**src/rtl/dfpe_pkg.sv**
```systemverilog
`default_nettype none

package dfpe_pkg;

  localparam int NUM_CH      = 4;
  localparam int THR_W       = 11;
  localparam int WORD_W      = THR_W + 1;
  localparam int FRAME_W     = 16;
  localparam int SUM_W       = 4;
  localparam int WIDTH_W     = 16;
  localparam int DATA_SLOTS  = 16;
  localparam int FRAME_SLOTS = 18;
  localparam int SLOT_W      = 5;
  localparam int Q_DEPTH     = 2;
  localparam int Q_PTR_W     = $clog2(Q_DEPTH);
  localparam int Q_CNT_W     = $clog2(Q_DEPTH + 1);
  localparam int CFG_IDX_W   = 8;

  localparam logic [WIDTH_W-1:0] ONE_WIDTH_RST  = 16'd14;
  localparam logic [WIDTH_W-1:0] ZERO_WIDTH_RST = 16'd7;

  // register indexes on the config port
  localparam logic [CFG_IDX_W-1:0] REG_ONE_WIDTH  = 8'd0;
  localparam logic [CFG_IDX_W-1:0] REG_ZERO_WIDTH = 8'd1;

  typedef logic [FRAME_W-1:0]             frame_t;
  typedef frame_t [NUM_CH-1:0]            frame_set_t;
  typedef logic [WIDTH_W-1:0]             width_t;

  typedef struct packed {
    logic       valid;
    frame_set_t frames;
  } frame_push_t;

  typedef struct packed {
    logic       valid;
    frame_set_t frames;
  } frame_head_t;

endpackage

`default_nettype wire

```
**src/rtl/dfpe_if.sv**
```systemverilog
`default_nettype none

interface dfpe_cmd_if;
  logic        valid;
  logic        ready;
  logic [10:0] throttle_ch0;
  logic [10:0] throttle_ch1;
  logic [10:0] throttle_ch2;
  logic [10:0] throttle_ch3;
  logic        telemetry;

  modport source (output valid, throttle_ch0, throttle_ch1, throttle_ch2, throttle_ch3,
                  telemetry, input ready);
  modport sink   (input valid, throttle_ch0, throttle_ch1, throttle_ch2, throttle_ch3,
                  telemetry, output ready);
endinterface

interface dfpe_slot_if;
  logic        valid;
  logic        ready;
  logic [15:0] width_ch0;
  logic [15:0] width_ch1;
  logic [15:0] width_ch2;
  logic [15:0] width_ch3;
  logic [4:0]  slot_index;
  logic        last_slot;

  modport source (output valid, width_ch0, width_ch1, width_ch2, width_ch3, slot_index,
                  last_slot, input ready);
  modport sink   (input valid, width_ch0, width_ch1, width_ch2, width_ch3, slot_index,
                  last_slot, output ready);
endinterface

interface dfpe_cfg_if;
  logic        valid;
  logic        ready;
  logic [7:0]  index;
  logic [15:0] data;

  modport source (output valid, index, data, input ready);
  modport sink   (input valid, index, data, output ready);
endinterface

`default_nettype wire

```
**src/rtl/dfpe_front.sv**
```systemverilog
`default_nettype none

module dfpe_front
  import dfpe_pkg::*;
(
  dfpe_cmd_if.sink    cmd,
  input  logic        full_i,
  output frame_push_t push_o
);

  function automatic frame_t build_frame(input logic [THR_W-1:0] thr, input logic tel);
    logic [WORD_W-1:0] word;
    logic [SUM_W-1:0]  sum;
    word = {thr, tel};
    sum  = word[3:0] ^ word[7:4] ^ word[11:8];
    return {word, sum};
  endfunction

  assign cmd.ready = !full_i;

  always_comb begin
    push_o.valid     = cmd.valid && !full_i;
    push_o.frames[0] = build_frame(cmd.throttle_ch0, cmd.telemetry);
    push_o.frames[1] = build_frame(cmd.throttle_ch1, cmd.telemetry);
    push_o.frames[2] = build_frame(cmd.throttle_ch2, cmd.telemetry);
    push_o.frames[3] = build_frame(cmd.throttle_ch3, cmd.telemetry);
  end

endmodule

`default_nettype wire

```
**src/rtl/dfpe_queue.sv**
```systemverilog
`default_nettype none

module dfpe_queue
  import dfpe_pkg::*;
(
  input  logic        clk_i,
  input  logic        rst_ni,
  input  frame_push_t push_i,
  output logic        full_o,
  output frame_head_t head_o,
  input  logic        pop_i
);

  frame_set_t         mem_q [Q_DEPTH];
  logic [Q_PTR_W-1:0] wr_ptr_q, wr_ptr_d;
  logic [Q_PTR_W-1:0] rd_ptr_q, rd_ptr_d;
  logic [Q_CNT_W-1:0] cnt_q, cnt_d;
  logic               do_push, do_pop;

  assign full_o       = (cnt_q == Q_CNT_W'(Q_DEPTH));
  assign head_o.valid = (cnt_q != '0);
  assign head_o.frames = mem_q[rd_ptr_q];

  assign do_push = push_i.valid && !full_o;
  assign do_pop  = pop_i && head_o.valid;

  always_comb begin
    wr_ptr_d = wr_ptr_q;
    rd_ptr_d = rd_ptr_q;
    cnt_d    = cnt_q;
    if (do_push) begin
      wr_ptr_d = (wr_ptr_q == Q_PTR_W'(Q_DEPTH - 1)) ? '0 : wr_ptr_q + 1'b1;
    end
    if (do_pop) begin
      rd_ptr_d = (rd_ptr_q == Q_PTR_W'(Q_DEPTH - 1)) ? '0 : rd_ptr_q + 1'b1;
    end
    if (do_push && !do_pop) begin
      cnt_d = cnt_q + 1'b1;
    end else if (do_pop && !do_push) begin
      cnt_d = cnt_q - 1'b1;
    end
  end

  always_ff @(posedge clk_i or negedge rst_ni) begin
    if (!rst_ni) begin
      wr_ptr_q <= '0;
      rd_ptr_q <= '0;
      cnt_q    <= '0;
    end else begin
      wr_ptr_q <= wr_ptr_d;
      rd_ptr_q <= rd_ptr_d;
      cnt_q    <= cnt_d;
    end
  end

  always_ff @(posedge clk_i) begin
    if (do_push) begin
      mem_q[wr_ptr_q] <= push_i.frames;
    end
  end

endmodule

`default_nettype wire

```
**src/rtl/dfpe_back.sv**
```systemverilog
`default_nettype none

module dfpe_back
  import dfpe_pkg::*;
(
  input  logic        clk_i,
  input  logic        rst_ni,
  input  frame_head_t head_i,
  output logic        pop_o,
  input  width_t      one_width_i,
  input  width_t      zero_width_i,
  dfpe_slot_if.source slot
);

  frame_set_t            shift_q, shift_d;
  logic [SLOT_W-1:0]     cnt_q, cnt_d;
  logic                  busy_q, busy_d;
  logic                  out_valid_q, out_valid_d;
  width_t [NUM_CH-1:0]   width_q, width_d;
  logic [SLOT_W-1:0]     idx_q;
  logic                  last_q;
  logic                  emit, last, data_slot, load;

  assign emit      = busy_q && (!out_valid_q || slot.ready);
  assign last      = (cnt_q == SLOT_W'(FRAME_SLOTS - 1));
  assign data_slot = (cnt_q < SLOT_W'(DATA_SLOTS));
  // next frame set loads in the same cycle the last slot goes out
  assign load      = head_i.valid && (!busy_q || (emit && last));
  assign pop_o     = load;

  always_comb begin
    busy_d      = busy_q;
    cnt_d       = cnt_q;
    shift_d     = shift_q;
    out_valid_d = out_valid_q;
    if (slot.ready) begin
      out_valid_d = 1'b0;
    end
    if (emit) begin
      out_valid_d = 1'b1;
      cnt_d       = last ? '0 : cnt_q + 1'b1;
      if (last) begin
        busy_d = 1'b0;
      end
      if (data_slot) begin
        for (int c = 0; c < NUM_CH; c++) begin
          shift_d[c] = {shift_q[c][FRAME_W-2:0], 1'b0};
        end
      end
    end
    if (load) begin
      busy_d  = 1'b1;
      shift_d = head_i.frames;
    end
  end

  always_comb begin
    for (int c = 0; c < NUM_CH; c++) begin
      if (!data_slot) begin
        width_d[c] = '0;
      end else if (shift_q[c][FRAME_W-1]) begin
        width_d[c] = one_width_i;
      end else begin
        width_d[c] = zero_width_i;
      end
    end
  end

  always_ff @(posedge clk_i or negedge rst_ni) begin
    if (!rst_ni) begin
      busy_q      <= 1'b0;
      cnt_q       <= '0;
      out_valid_q <= 1'b0;
    end else begin
      busy_q      <= busy_d;
      cnt_q       <= cnt_d;
      out_valid_q <= out_valid_d;
    end
  end

  always_ff @(posedge clk_i) begin
    shift_q <= shift_d;
    if (emit) begin
      width_q <= width_d;
      idx_q   <= cnt_q;
      last_q  <= last;
    end
  end

  assign slot.valid      = out_valid_q;
  assign slot.width_ch0  = width_q[0];
  assign slot.width_ch1  = width_q[1];
  assign slot.width_ch2  = width_q[2];
  assign slot.width_ch3  = width_q[3];
  assign slot.slot_index = idx_q;
  assign slot.last_slot  = last_q;

endmodule

`default_nettype wire

```
**src/rtl/dshot_frame_pulse_encoder.sv**
```systemverilog
// A command passes through the frame queue, the sequencer's shift register and the slot register.
// The sequencer emits one slot per cycle while the slot receiver is ready, 18 slots per command.
// A two-entry frame queue takes commands while the sequencer is still emitting slots.
// Reset (async, active low) empties the queue, idles the sequencer, and loads the
// bit widths with 14 (one) and 7 (zero).
`default_nettype none

module dshot_frame_pulse_encoder
  import dfpe_pkg::*;
(
  input  wire         clk_i,
  input  wire         rst_ni,
  dfpe_cmd_if.sink    cmd,
  dfpe_slot_if.source slot,
  dfpe_cfg_if.sink    cfg
);

  width_t      one_width_q;
  width_t      zero_width_q;
  frame_push_t push;
  frame_head_t head;
  logic        full;
  logic        pop;

  assign cfg.ready = 1'b1;

  always_ff @(posedge clk_i or negedge rst_ni) begin
    if (!rst_ni) begin
      one_width_q  <= ONE_WIDTH_RST;
      zero_width_q <= ZERO_WIDTH_RST;
    end else if (cfg.valid) begin
      if (cfg.index == REG_ONE_WIDTH) begin
        one_width_q <= cfg.data;
      end else if (cfg.index == REG_ZERO_WIDTH) begin
        zero_width_q <= cfg.data;
      end
    end
  end

  dfpe_front u_front (
    .cmd    (cmd),
    .full_i (full),
    .push_o (push)
  );

  dfpe_queue u_queue (
    .clk_i  (clk_i),
    .rst_ni (rst_ni),
    .push_i (push),
    .full_o (full),
    .head_o (head),
    .pop_i  (pop)
  );

  dfpe_back u_back (
    .clk_i        (clk_i),
    .rst_ni       (rst_ni),
    .head_i       (head),
    .pop_o        (pop),
    .one_width_i  (one_width_q),
    .zero_width_i (zero_width_q),
    .slot         (slot)
  );

endmodule

`default_nettype wire

```
**src/flat_wrapper.sv**
```systemverilog
// flat-port wrapper written by rule: the top's interface ports become plain ports
module dshot_frame_pulse_encoder_flat import dfpe_pkg::*;
  (clk_i, rst_ni, cmd_valid, cmd_throttle_ch0, cmd_throttle_ch1, cmd_throttle_ch2, cmd_throttle_ch3, cmd_telemetry, cmd_ready, slot_valid, slot_width_ch0, slot_width_ch1, slot_width_ch2, slot_width_ch3, slot_slot_index, slot_last_slot, slot_ready, cfg_valid, cfg_index, cfg_data, cfg_ready);
  dfpe_cmd_if cmd_i ();
  dfpe_slot_if slot_i ();
  dfpe_cfg_if cfg_i ();
  input  wire clk_i;
  input  wire rst_ni;
  input wire logic [$bits(cmd_i.valid)-1:0] cmd_valid;
  input wire logic [$bits(cmd_i.throttle_ch0)-1:0] cmd_throttle_ch0;
  input wire logic [$bits(cmd_i.throttle_ch1)-1:0] cmd_throttle_ch1;
  input wire logic [$bits(cmd_i.throttle_ch2)-1:0] cmd_throttle_ch2;
  input wire logic [$bits(cmd_i.throttle_ch3)-1:0] cmd_throttle_ch3;
  input wire logic [$bits(cmd_i.telemetry)-1:0] cmd_telemetry;
  output wire logic [$bits(cmd_i.ready)-1:0] cmd_ready;
  output wire logic [$bits(slot_i.valid)-1:0] slot_valid;
  output wire logic [$bits(slot_i.width_ch0)-1:0] slot_width_ch0;
  output wire logic [$bits(slot_i.width_ch1)-1:0] slot_width_ch1;
  output wire logic [$bits(slot_i.width_ch2)-1:0] slot_width_ch2;
  output wire logic [$bits(slot_i.width_ch3)-1:0] slot_width_ch3;
  output wire logic [$bits(slot_i.slot_index)-1:0] slot_slot_index;
  output wire logic [$bits(slot_i.last_slot)-1:0] slot_last_slot;
  input wire logic [$bits(slot_i.ready)-1:0] slot_ready;
  input wire logic [$bits(cfg_i.valid)-1:0] cfg_valid;
  input wire logic [$bits(cfg_i.index)-1:0] cfg_index;
  input wire logic [$bits(cfg_i.data)-1:0] cfg_data;
  output wire logic [$bits(cfg_i.ready)-1:0] cfg_ready;
  assign cmd_i.valid = cmd_valid;
  assign cmd_i.throttle_ch0 = cmd_throttle_ch0;
  assign cmd_i.throttle_ch1 = cmd_throttle_ch1;
  assign cmd_i.throttle_ch2 = cmd_throttle_ch2;
  assign cmd_i.throttle_ch3 = cmd_throttle_ch3;
  assign cmd_i.telemetry = cmd_telemetry;
  assign cmd_ready = cmd_i.ready;
  assign slot_valid = slot_i.valid;
  assign slot_width_ch0 = slot_i.width_ch0;
  assign slot_width_ch1 = slot_i.width_ch1;
  assign slot_width_ch2 = slot_i.width_ch2;
  assign slot_width_ch3 = slot_i.width_ch3;
  assign slot_slot_index = slot_i.slot_index;
  assign slot_last_slot = slot_i.last_slot;
  assign slot_i.ready = slot_ready;
  assign cfg_i.valid = cfg_valid;
  assign cfg_i.index = cfg_index;
  assign cfg_i.data = cfg_data;
  assign cfg_ready = cfg_i.ready;
  dshot_frame_pulse_encoder u_core (.clk_i(clk_i), .rst_ni(rst_ni), .cmd(cmd_i), .slot(slot_i), .cfg(cfg_i));
endmodule
```
**config.mk**
```make
export PLATFORM = sky130hd
export DESIGN_NAME = dshot_frame_pulse_encoder_flat
export DESIGN_NICKNAME = d
export VERILOG_FILES = /design/src/rtl/dfpe_pkg.sv /design/src/rtl/dfpe_if.sv /design/src/rtl/dfpe_front.sv /design/src/rtl/dfpe_queue.sv /design/src/rtl/dfpe_back.sv /design/src/rtl/dshot_frame_pulse_encoder.sv /design/src/flat_wrapper.sv
export SDC_FILE = /design/constraint.sdc
export NUM_CORES = 1
export LEC_CHECK = 0
export BUFFER_PORTS_ARGS = -buffer_cell sky130_fd_sc_hd__buf_4
export CAP_MARGIN = 20
export CORE_MARGIN = 8
export CORE_UTILIZATION = 45
export CTS_CLUSTER_SIZE = 10
export DETAILED_ROUTE_END_ITERATION = 7
export GPL_TIMING_DRIVEN = 0
export PLACE_DENSITY = 0.72
export SKIP_CTS_REPAIR_TIMING = 1
export SKIP_LAST_GASP = 1
export SYNTH_ARGS = -nofsm -noshare
export SYNTH_HDL_FRONTEND = slang
export SYNTH_SLANG_ARGS = --single-unit
export TNS_END_PERCENT = 10
```
**constraint.sdc**
```tcl
create_clock -name clk_i -period 7.8 [get_ports clk_i]
set_input_delay 1.95 -clock clk_i [delete_from_list [all_inputs] [get_ports clk_i]]
set_output_delay 1.95 -clock clk_i [all_outputs]
set_load 0.02 [all_outputs]
```
Word-level counts from Yosys, hierarchy flattened
Memories as Yosys holds them, arrays and structs flattened.
Cells that the tools add are included.
W data, S select, Z words.
- bits in registers: 177
- memory bits (writable): 128
- input port bits: 74
- output and inout port bits: 73
- word-level logic and storage cells: 82
- memories: 1
- add/sub/neg operators: 5
- magnitude comparators: 1
- eq/ne operators: 3
- muxes and demuxes: 19
- bitwise gates (word level): 9
- reduce and logical (&&, ||, !) cells: 26
- memory list (memory ; depth ; width ; rd ports ; clocked after Yosys merged registers in ; write ports ; line ; RTL):
    u_core.u_queue.mem_q ; 2 ; 64 ; 1 ; 0 ; 1 ; dfpe_queue.sv:14 ; frame_set_t mem_q [Q_DEPTH];
- operators with widths (cell ; count):
    $mux W64 ; 3
    $mux W16 ; 4
    $xor A4 B4 Y4 ; 8
    $reduce_bool A2 Y1 ; 6
    $mux W1 ; 9
    $eq A8 B1 Y1 const B ; 1
    $logic_and A1 B1 Y1 ; 8
    $logic_not A8 Y1 ; 1
    $reduce_and A2 Y1 ; 3
    $add A5 B1 Y5 const B ; 1
    $eq A5 B5 Y1 const B ; 1
    $logic_not A1 Y1 ; 5
    $lt A5 B5 Y1 const B ; 1
    $mux W5 ; 1
    $mux W2 ; 2
    $reduce_and A3 Y1 ; 1
    $add A1 B1 Y1 const B ; 2
    $add A2 B1 Y2 const B ; 1
    $eq A2 B2 Y1 const B ; 1
    $logic_or A1 B1 Y1 ; 2
    $sub A2 B1 Y2 const B ; 1
    $not A1 Y1 ; 1

Depth between registers and ports, before layout
Gate-level depths: netlist of the first run.
- depth after elaboration: 10
- gate-level depth with buffers: 10
- mapped depth without buffers: 9

By module
A second synthesis of the first run with hierarchy kept.
- cell total of the unflattened synthesis: 887
- area, all modules: 13529.2 um^2
- by module, submodules not included (module ; instances ; cells an instance ; area an instance (um^2) ; sequential area each (um^2)):
    dfpe_back ; 1 ; 529 ; 6452.4 ; 4199.0
    dfpe_queue ; 1 ; 218 ; 5024.8 ; 3943.8
    dshot_frame_pulse_encoder ; 1 ; 74 ; 1297.5 ; 808.3
    dfpe_front ; 1 ; 66 ; 754.5 ; 0.0

Least setup slack after synthesis of the first run
Ideal clock, no wire load.
- path kind: input -> register
- from: in slot_ready
- to: reg u_core.u_back.shift_q[0] (netlist bit), enable pin
- setup time: 503 ps
- arrival time: 7031 ps
- data required time: 7297 ps
- setup slack: 266 ps
- stages on the path: 4
- path buffers: 1
- cells stage by stage: nor2b_1 > clkbuf_1 > nor2_1 > o2bb2ai_1
- longest elaborated chain between the ends: 7
- elaborated cells between the ends (all ways): 8
- those cells by class: reduce/logical: 8
- ends and longest elaborated chain (item ; line ; RTL):
    start: declaration ; flat_wrapper.sv:23 ; input wire logic [$bits(slot_i.ready)-1:0] slot_ready;
    $logic_or A1 B1 Y1 * ; dfpe_back.sv:24 ; assign emit = busy_q && (!out_valid_q || slot.ready);
    $logic_and A1 B1 Y1 * ; dfpe_back.sv:24 ;
    via u_core.u_back.emit ; dfpe_back.sv:22 ; logic emit, last, data_slot, load;
    $logic_and A1 B1 Y1 ; dfpe_back.sv:28 ; assign load = head_i.valid && (!busy_q || (emit && last));
    $logic_or A1 B1 Y1 ; dfpe_back.sv:28 ;
    $logic_and A1 B1 Y1 ; dfpe_back.sv:28 ;
    $reduce_bool A2 Y1 (no source line) ; -- ;
    $reduce_and A2 Y1 (no source line) * ; -- ;
    end signal: assignment ; dfpe_back.sv:82 ; shift_q <= shift_d;
    end: declaration ; dfpe_back.sv:15 ; frame_set_t shift_q, shift_d;
The timed path passes the listed nets; every way through them passes the cells marked *.
A chain may end at the register's enable or synchronous reset.

Worst setup path after layout of the first run
- from: in slot_ready
- to: reg u_core.u_queue.cnt_q[1]
- longest elaborated chain between the ends: 9
- elaborated cells between the ends (all ways): 11
- those cells by class: mux: 1; reduce/logical: 10
- ends and longest elaborated chain (item ; line ; RTL):
    $logic_or A1 B1 Y1 * ; dfpe_back.sv:24 ;
    $logic_and A1 B1 Y1 * ; dfpe_back.sv:24 ;
    $logic_and A1 B1 Y1 * ; dfpe_back.sv:28 ;
    $logic_or A1 B1 Y1 * ; dfpe_back.sv:28 ;
    $logic_and A1 B1 Y1 * ; dfpe_back.sv:28 ;
    $logic_and A1 B1 Y1 * ; dfpe_queue.sv:25 ; assign do_pop = pop_i && head_o.valid;
    $logic_not A1 Y1 ; dfpe_queue.sv:37 ; if (do_push && !do_pop) begin
    $logic_and A1 B1 Y1 ; dfpe_queue.sv:37 ;
    $mux W2 / $reduce_bool A2 Y1 (equally long branches) ; -- ;
    end signal: assignment ; dfpe_queue.sv:52 ; cnt_q <= cnt_d;
    end: declaration ; dfpe_queue.sv:17 ; logic [Q_CNT_W-1:0] cnt_q, cnt_d;
Mark *: on every way between the ends. The rest lies on a longest branch, timed or not.

==> run metrics, run 1 <==
Reg2Reg Setup Slack=4.95 ns; sequential power share=0.490; Worst Reg2Reg Path Length in Cells=9; vias=6424; yosys warns=0; Area growth, synth to finish=22.2%; global route overflow=0; Achievable Freq=264 MHz; final setup skew=0.0128 ns; Synthesized Nets=786; DR DRC count=0; setup_tns=0 ns; first-pass GRT wire length=37.3 mm; pwr/cell area=290 mW/mm²; hold endpoint=u_core.u_back.slot.slot_index[4]; switching share of power=0.250; met2 Use GR=0.230; First-pass DRT Iterations=5; final-stage net count=975; core box area=0.0268 mm²; Seq/Total Area, Yosys=0.717; hpwl dp=16.0 mm; share of cells above drive strength 1=0.390; HP Start=u_core.u_back.cnt_q[4]; Final Hold Violating Endpoints=0; Synth Area in Simple Gates=0.0321; most frequent cell after synthesis=edfxtp_1; PortBufs=145; WP data arrival=4.22 ns; average vias per placed instance=5.11; Tcrit/Tclk final=0.486; status=complete, no violations; initial antenna violation count=0; peak supply drop=0.155 mV; unrepaired setup endpoints after global routing=no; combinational family with the most area after synthesis=multiplexers; post-layout util=0.558; DIE WIDTH=181 µm; clock tree from TritonCTS=yes; post-synthesis adder-cell area fraction=0.00307; mux cell area share after synthesis=0.195; Yosys top cell by area=edfxtp_1; Post-synth EDFFs=256; placed cell area=0.0139 mm²; Mapped Cells=709; crit start category=input pin; Cell Rows=60; Final Cell Area=0.0149 mm²; hold depth=0; Final Setup Violations=0; Worst setup EP type=flip-flop; Num CTS Buffers=36; Hold Crit Class=flip-flop to flip-flop; Layout fillers=2088; Slew HR=0.398; die area=0.0327 mm²; Compound-Gate Fraction of Synth Area=0.00736; synthesized cell area=0.0122 mm²; H-tree depth=2; clock insertion delay at the later pin of the skew report=0.51 ns; #FFs+latches synth=299; clock transition at the registers of the reported paths=0.06 ns; vias in the first global route=6729; WL/cell=19.0 µm; Sw Pwr=0.00108 W; Post-Route WL=23.9 mm; die height=181 µm; pre-CTS setup slack=3.46 ns; ys async rst share=0.144; Initial DRC Count=363; critical path type=input pin to flip-flop; ranking of synthesized cells by instance count=256 x edfxtp_1, 132 x mux2_2, 73 x mux2i_1; Post-synth top flop=edfxtp_1; CTS sink cnt=299; RePlAce Congestion=0.774; IO Pins=147; GRT Overall Usage=0.143; Leakage=5.92 nW; syn avg cell area=17.3 µm²; count of different cell masters after synthesis=40; global route hottest layer=met2; Clock Tree Buf Depth=3; min Tclk post-route=3.79 ns; Worst Path Required=8.23 ns; Routed Antenna Nets=0; Slew Viols, Final=0; Synth top area share=0.628; Root Driver=clkbuf_16; RR Endpoint=u_core.u_queue.cnt_q[1]; Area contributors post-synth=edfxtp_1 63%, mux2_2 12%, dfrtp_1 7.6%, mux2i_1 6.0%, xnor2_1 2.6%; worst-path fanout max=10; reg-to-reg startpoint=u_core.u_back.cnt_q[1]; clock share of power=0.344; Setup WS post-layout=4.01 ns; Pint=0.00325 W; Initial Util=0.456; Worst-Margin Slew=0.903 ns; Max Cap Viol=0; fraction of power consumed by combinational cells=0.166; largest net degree at the start of global routing=62; Ant. Diodes=0; xor and xnor area share after synthesis=0.0272; met3 usage=0.0349; GRT met1 Usage=0.190
==> layout make-up <==
type                       count  area [µm²]  share of cell area
buffer                        35         170              0.0114
clock buffer                  51         957              0.0641
clock inverter                 5        78.8             0.00528
inverter                      12        45.0             0.00301
multi-input combinational    363        3290               0.220
sequential                   299        8770               0.587
tap                          341         427              0.0286
timing repair buffer         151        1210              0.0809
==> placed cells by master (no fill, tap or decap), types with 2 or more instances in the layout <==
cell type,count
nor2_1,70
o21ai_0,6
buf_12,7
mux2i_1,73
nand3_1,2
nand2_1,5
clkbuf_16,36
edfxtp_1,256
buf_4,147
ha_1,3
mux2_4,10
clkbuf_1,39
inv_1,11
nor2_4,2
dfstp_2,6
mux2_2,132
buf_2,6
or3_1,2
xor2_1,2
nand2b_1,2
mux2_1,2
dfrtp_1,37
xnor2_1,36
==> flip-flops by register name (all words and copies together), names as in the netlist <==
register                       count
u_core.u_back.slot.width_ch3      16
u_core.u_back.slot.width_ch1      16
u_core.u_back.shift_q             64
u_core.u_back.slot.width_ch0      16
u_core.u_back.cnt_q                5
u_core.u_back.slot.width_ch2      16
u_core.u_back.busy_q               1
u_core.u_queue.rd_ptr_q            1
u_core.u_queue.mem_q             122
u_core.u_back.slot.last_slot       1
u_core.u_back.slot.valid           1
u_core.one_width_q                16
u_core.u_queue.cnt_q               2
u_core.zero_width_q               16
u_core.u_back.slot.slot_index      5
u_core.u_queue.wr_ptr_q            1
==> worst max path at each step <==
| stage | to | cells past startpoint | slack, ns | from |
|---|---|---|---|---|
| after floorplan | u_core.u_back.shift_q[0] | 4 | 0.27 | slot_ready |
| after global placement | u_core.u_back.shift_q[37] | 5 | -1.76 | slot_ready |
| after detailed placement | u_core.u_queue.cnt_q[1] | 9 | 3.46 | slot_ready |
| after CTS | u_core.u_queue.cnt_q[1] | 9 | 3.98 | slot_ready |
| after global routing | u_core.u_queue.cnt_q[1] | 9 | 3.84 | slot_ready |
| final | u_core.u_queue.cnt_q[1] | 9 | 4.01 | slot_ready |
==> per-layer routing <==
layer  wire length [µm]  vias up
met5                  0        -
met4                495        0
met3               1550       42
met2              11200      218
met1              10600     3150
li1                   -     3014
==> critical path, cell delays in order <==
cell,delay (ns)
buf_4,0.08
nor2b_1,0.03
clkbuf_1,0.22
o31ai_2,0.71
buf_2,0.42
inv_2,0.17
ha_1,0.33
nor2_1,0.14
xor2_1,0.15
==> kinds of logic after synthesis <==
kind of cell / Yosys count
flops: 299
mux: 217
simple gates: 91
buf+inv: 47
xor+xnor: 38
compound gates: 13
fa+ha+maj: 3
other cells: 1
==> stage by stage <==
| stage | power (W) | std cells | hold slack [ns] |
|---|---|---|---|
| 6_report | 0.00433 | 1257 | 0.462 |
| 5_1_grt | 0.00450 | 1257 | 0.486 |
| 4_1_cts | 0.00438 | 1257 | 0.469 |
| 3_5_place_dp | 0.00288 | 1201 | 0.451 |
| 3_3_place_gp | 0.00286 | 1195 | 0.432 |
| 2_1_floorplan | 0.00262 | 709 | 0.423 |
==> power by group through the flow <==
stage / combinational (W) / clock (W) / sequential (W)
6_report: 0.000718 / 0.00149 / 0.00212
5_1_grt: 0.000782 / 0.00158 / 0.00214
4_1_cts: 0.000736 / 0.00152 / 0.00212
3_5_place_dp: 0.000730 / 0 / 0.00215
3_3_place_gp: 0.000687 / 0 / 0.00217
2_1_floorplan: 0.000438 / 0 / 0.00218
No activity file was read; power rests on OpenSTA's default activity.
==> run 2: changes to the inputs <==
==> constraint.sdc (replaced) <==
create_clock -name clk_i -period 3.8 [get_ports clk_i]
set_input_delay 0.95 -clock clk_i [delete_from_list [all_inputs] [get_ports clk_i]]
set_output_delay 0.95 -clock clk_i [all_outputs]
set_load 0.02 [all_outputs]
==> run 2 against run 1 <==
Hold slack lost 0.015 ns. Cell count shrank 0.16%. Routed wire length rose by 0.70%. Cell area fell by 0.22%. Clock power is 100% higher. Count of clock-buffer cells in the layout is the same. Global-route usage is 0.31 points higher. Sequential power increased by 110%. Sequential cell count stayed put. Critical path type is now flip-flop to flip-flop.
==> run metrics, run 2 (synthesis results as in run 1) <==
PortBufs=145; H-tree depth=2; core box area=0.0268 mm²; First-pass DRT Iterations=7; Area growth, synth to finish=21.9%; Biggest register=u_core.u_queue.mem_q; Clock Tree Buf Depth=3; global route overflow=0; reg-to-reg startpoint=u_core.u_back.cnt_q[1]; commonest cells after routing, fill and taps aside=256 x edfxtp_1, 147 x buf_4, 132 x mux2_2; vias=6492; Setup WS post-layout=0.969 ns; WP data arrival=3.25 ns; initial antenna violation count=0; die area=0.0327 mm²; largest net degree at the start of global routing=62; final total power=0.00882 W; top flop regs=u_core.u_queue.mem_q: 122 flops, u_core.u_back.shift_q: 64 flops; Worst Path Required=4.22 ns; final setup skew=0.0141 ns; average vias per placed instance=5.17; first-pass GRT wire length=38.1 mm; Reg2Reg Setup Slack=0.97 ns; RePlAce Congestion=0.788; hpwl dp=16.2 mm; multi-input logic area=0.00329 mm²; Initial Util=0.456; peak supply drop=0.374 mV; crit path cell chain=inv_1 -> ha_1 -> nand4bb_1 -> o31ai_2 -> buf_2 -> inv_2 -> ha_1 -> nor2_1 -> xor2_1; Worst setup EP type=flip-flop; DR DRC count=0; Achievable Freq=353 MHz; Max Cap Viol=0; critical path type=flip-flop to flip-flop; Ant. Diodes=0; placed cell area=0.0139 mm²; Routed Antenna Nets=0; post-layout util=0.556; unrepaired setup endpoints after global routing=no; Worst Reg2Reg Path Length in Cells=9; share of cells above drive strength 1=0.391; clock insertion delay at the later pin of the skew report=0.51 ns; Slowest-stage cell, CP=o31ai_2; DIE WIDTH=181 µm; Slew Viols, Final=0; Layout fillers=2092; crit path to=u_core.u_queue.cnt_q[1]; IO Pins=147; RR Endpoint=u_core.u_queue.cnt_q[1]; CP max stage delay=0.65 ns; pwr/cell area=592 mW/mm²; Leakage=5.90 nW; Stages on worst setup path=9; worst-path fanout max=10; Hold Crit Class=input pin to asynchronous set/reset pin; GRT Overall Usage=0.146; most common cell after layout, fill and taps aside=edfxtp_1; vias in the first global route=6923; Cell Rows=60; pre-CTS setup slack=0.529 ns; final-stage net count=975; clock transition at the registers of the reported paths=0.05 ns; Final Cell Area=0.0149 mm²; Largest register FFs=122; CP Buf/Inv Count=3; CTS sink cnt=299; die height=181 µm; crit start category=flip-flop; status=complete, no violations; Critical Path Most Common Cell=ha_1; Top delay family on crit path=buffers and inverters; Initial DRC Count=431; Final Hold Violating Endpoints=0; min Tclk post-route=2.83 ns; Tcrit/Tclk final=0.745; worst setup path start=u_core.u_back.cnt_q[1]; Final Setup Violations=0; Slew HR=0.389; Worst-Margin Slew=0.917 ns; Num CTS Buffers=36; Root Driver=clkbuf_16; Post-Route WL=24.1 mm; Reg area=0.00877 mm²; WL/cell=19.2 µm; clock tree from TritonCTS=yes
-- run 2: cell types whose count changed in the layout (fill, tap and decap cells not counted) --
cell,before,now
clkinvlp_4,0,1
clkinv_8,1,0
inv_6,1,2
clkbuf_16,36,37
clkinv_1,1,0
inv_16,1,0
bufinv_16,1,0
clkbuf_1,39,38
-- run 2: worst min-delay path by stage --
stage / start / slack (ns) / cells after the start / endpoint
2_1_floorplan: u_core.u_back.cnt_q[4] / 0.42 / 0 / u_core.u_back.slot.slot_index[4]
3_3_place_gp: u_core.u_back.cnt_q[4] / 0.43 / 0 / u_core.u_back.slot.slot_index[4]
3_5_place_dp: u_core.u_back.cnt_q[4] / 0.46 / 0 / u_core.u_back.slot.slot_index[4]
4_1_cts: rst_ni / 0.45 / 1 / u_core.u_queue.cnt_q[1]
5_1_grt: rst_ni / 0.48 / 1 / u_core.u_back.slot.valid
6_report: rst_ni / 0.45 / 1 / u_core.u_back.slot.valid
-- run 2: layout make-up --
cell class,count,area share
clock buffers,51,0.0656
multi-input cells,363,0.220
plain buffers,35,0.0114
repair buffers,151,0.0811
well taps,341,0.0286
clock inverters,3,0.00168
flip-flops and latches,299,0.588
inverters,12,0.00302
-- run 2: power by group --
group | switching (W) | total, W | internal, W
Clock | 0.00121 | 0.00299 | 0.00177
Combinational | 0.000818 | 0.00148 | 0.000658
Sequential | 0.000170 | 0.00436 | 0.00419
Total | 0.00220 | 0.00882 | 0.00662
-- run 2: layer usage --
metal,wire [µm],global-route usage,up-vias,part of all wire
met5,0,0,-,0
met4,451,0.0466,0,0.019
met3,1640,0.0395,30,0.068
met2,11500,0.234,209,0.48
met1,10500,0.191,3237,0.44
li1,-,-,3016,-
-- run 2: stage by stage --
stage               std cells  hold WS [ns]  setup TNS [ns]
finish                   1255         0.448               0
global route             1255         0.479               0
CTS                      1255         0.452               0
detailed placement       1201         0.460               0
global placement         1195         0.430         -199.09
floorplan                 709         0.423          -17.02
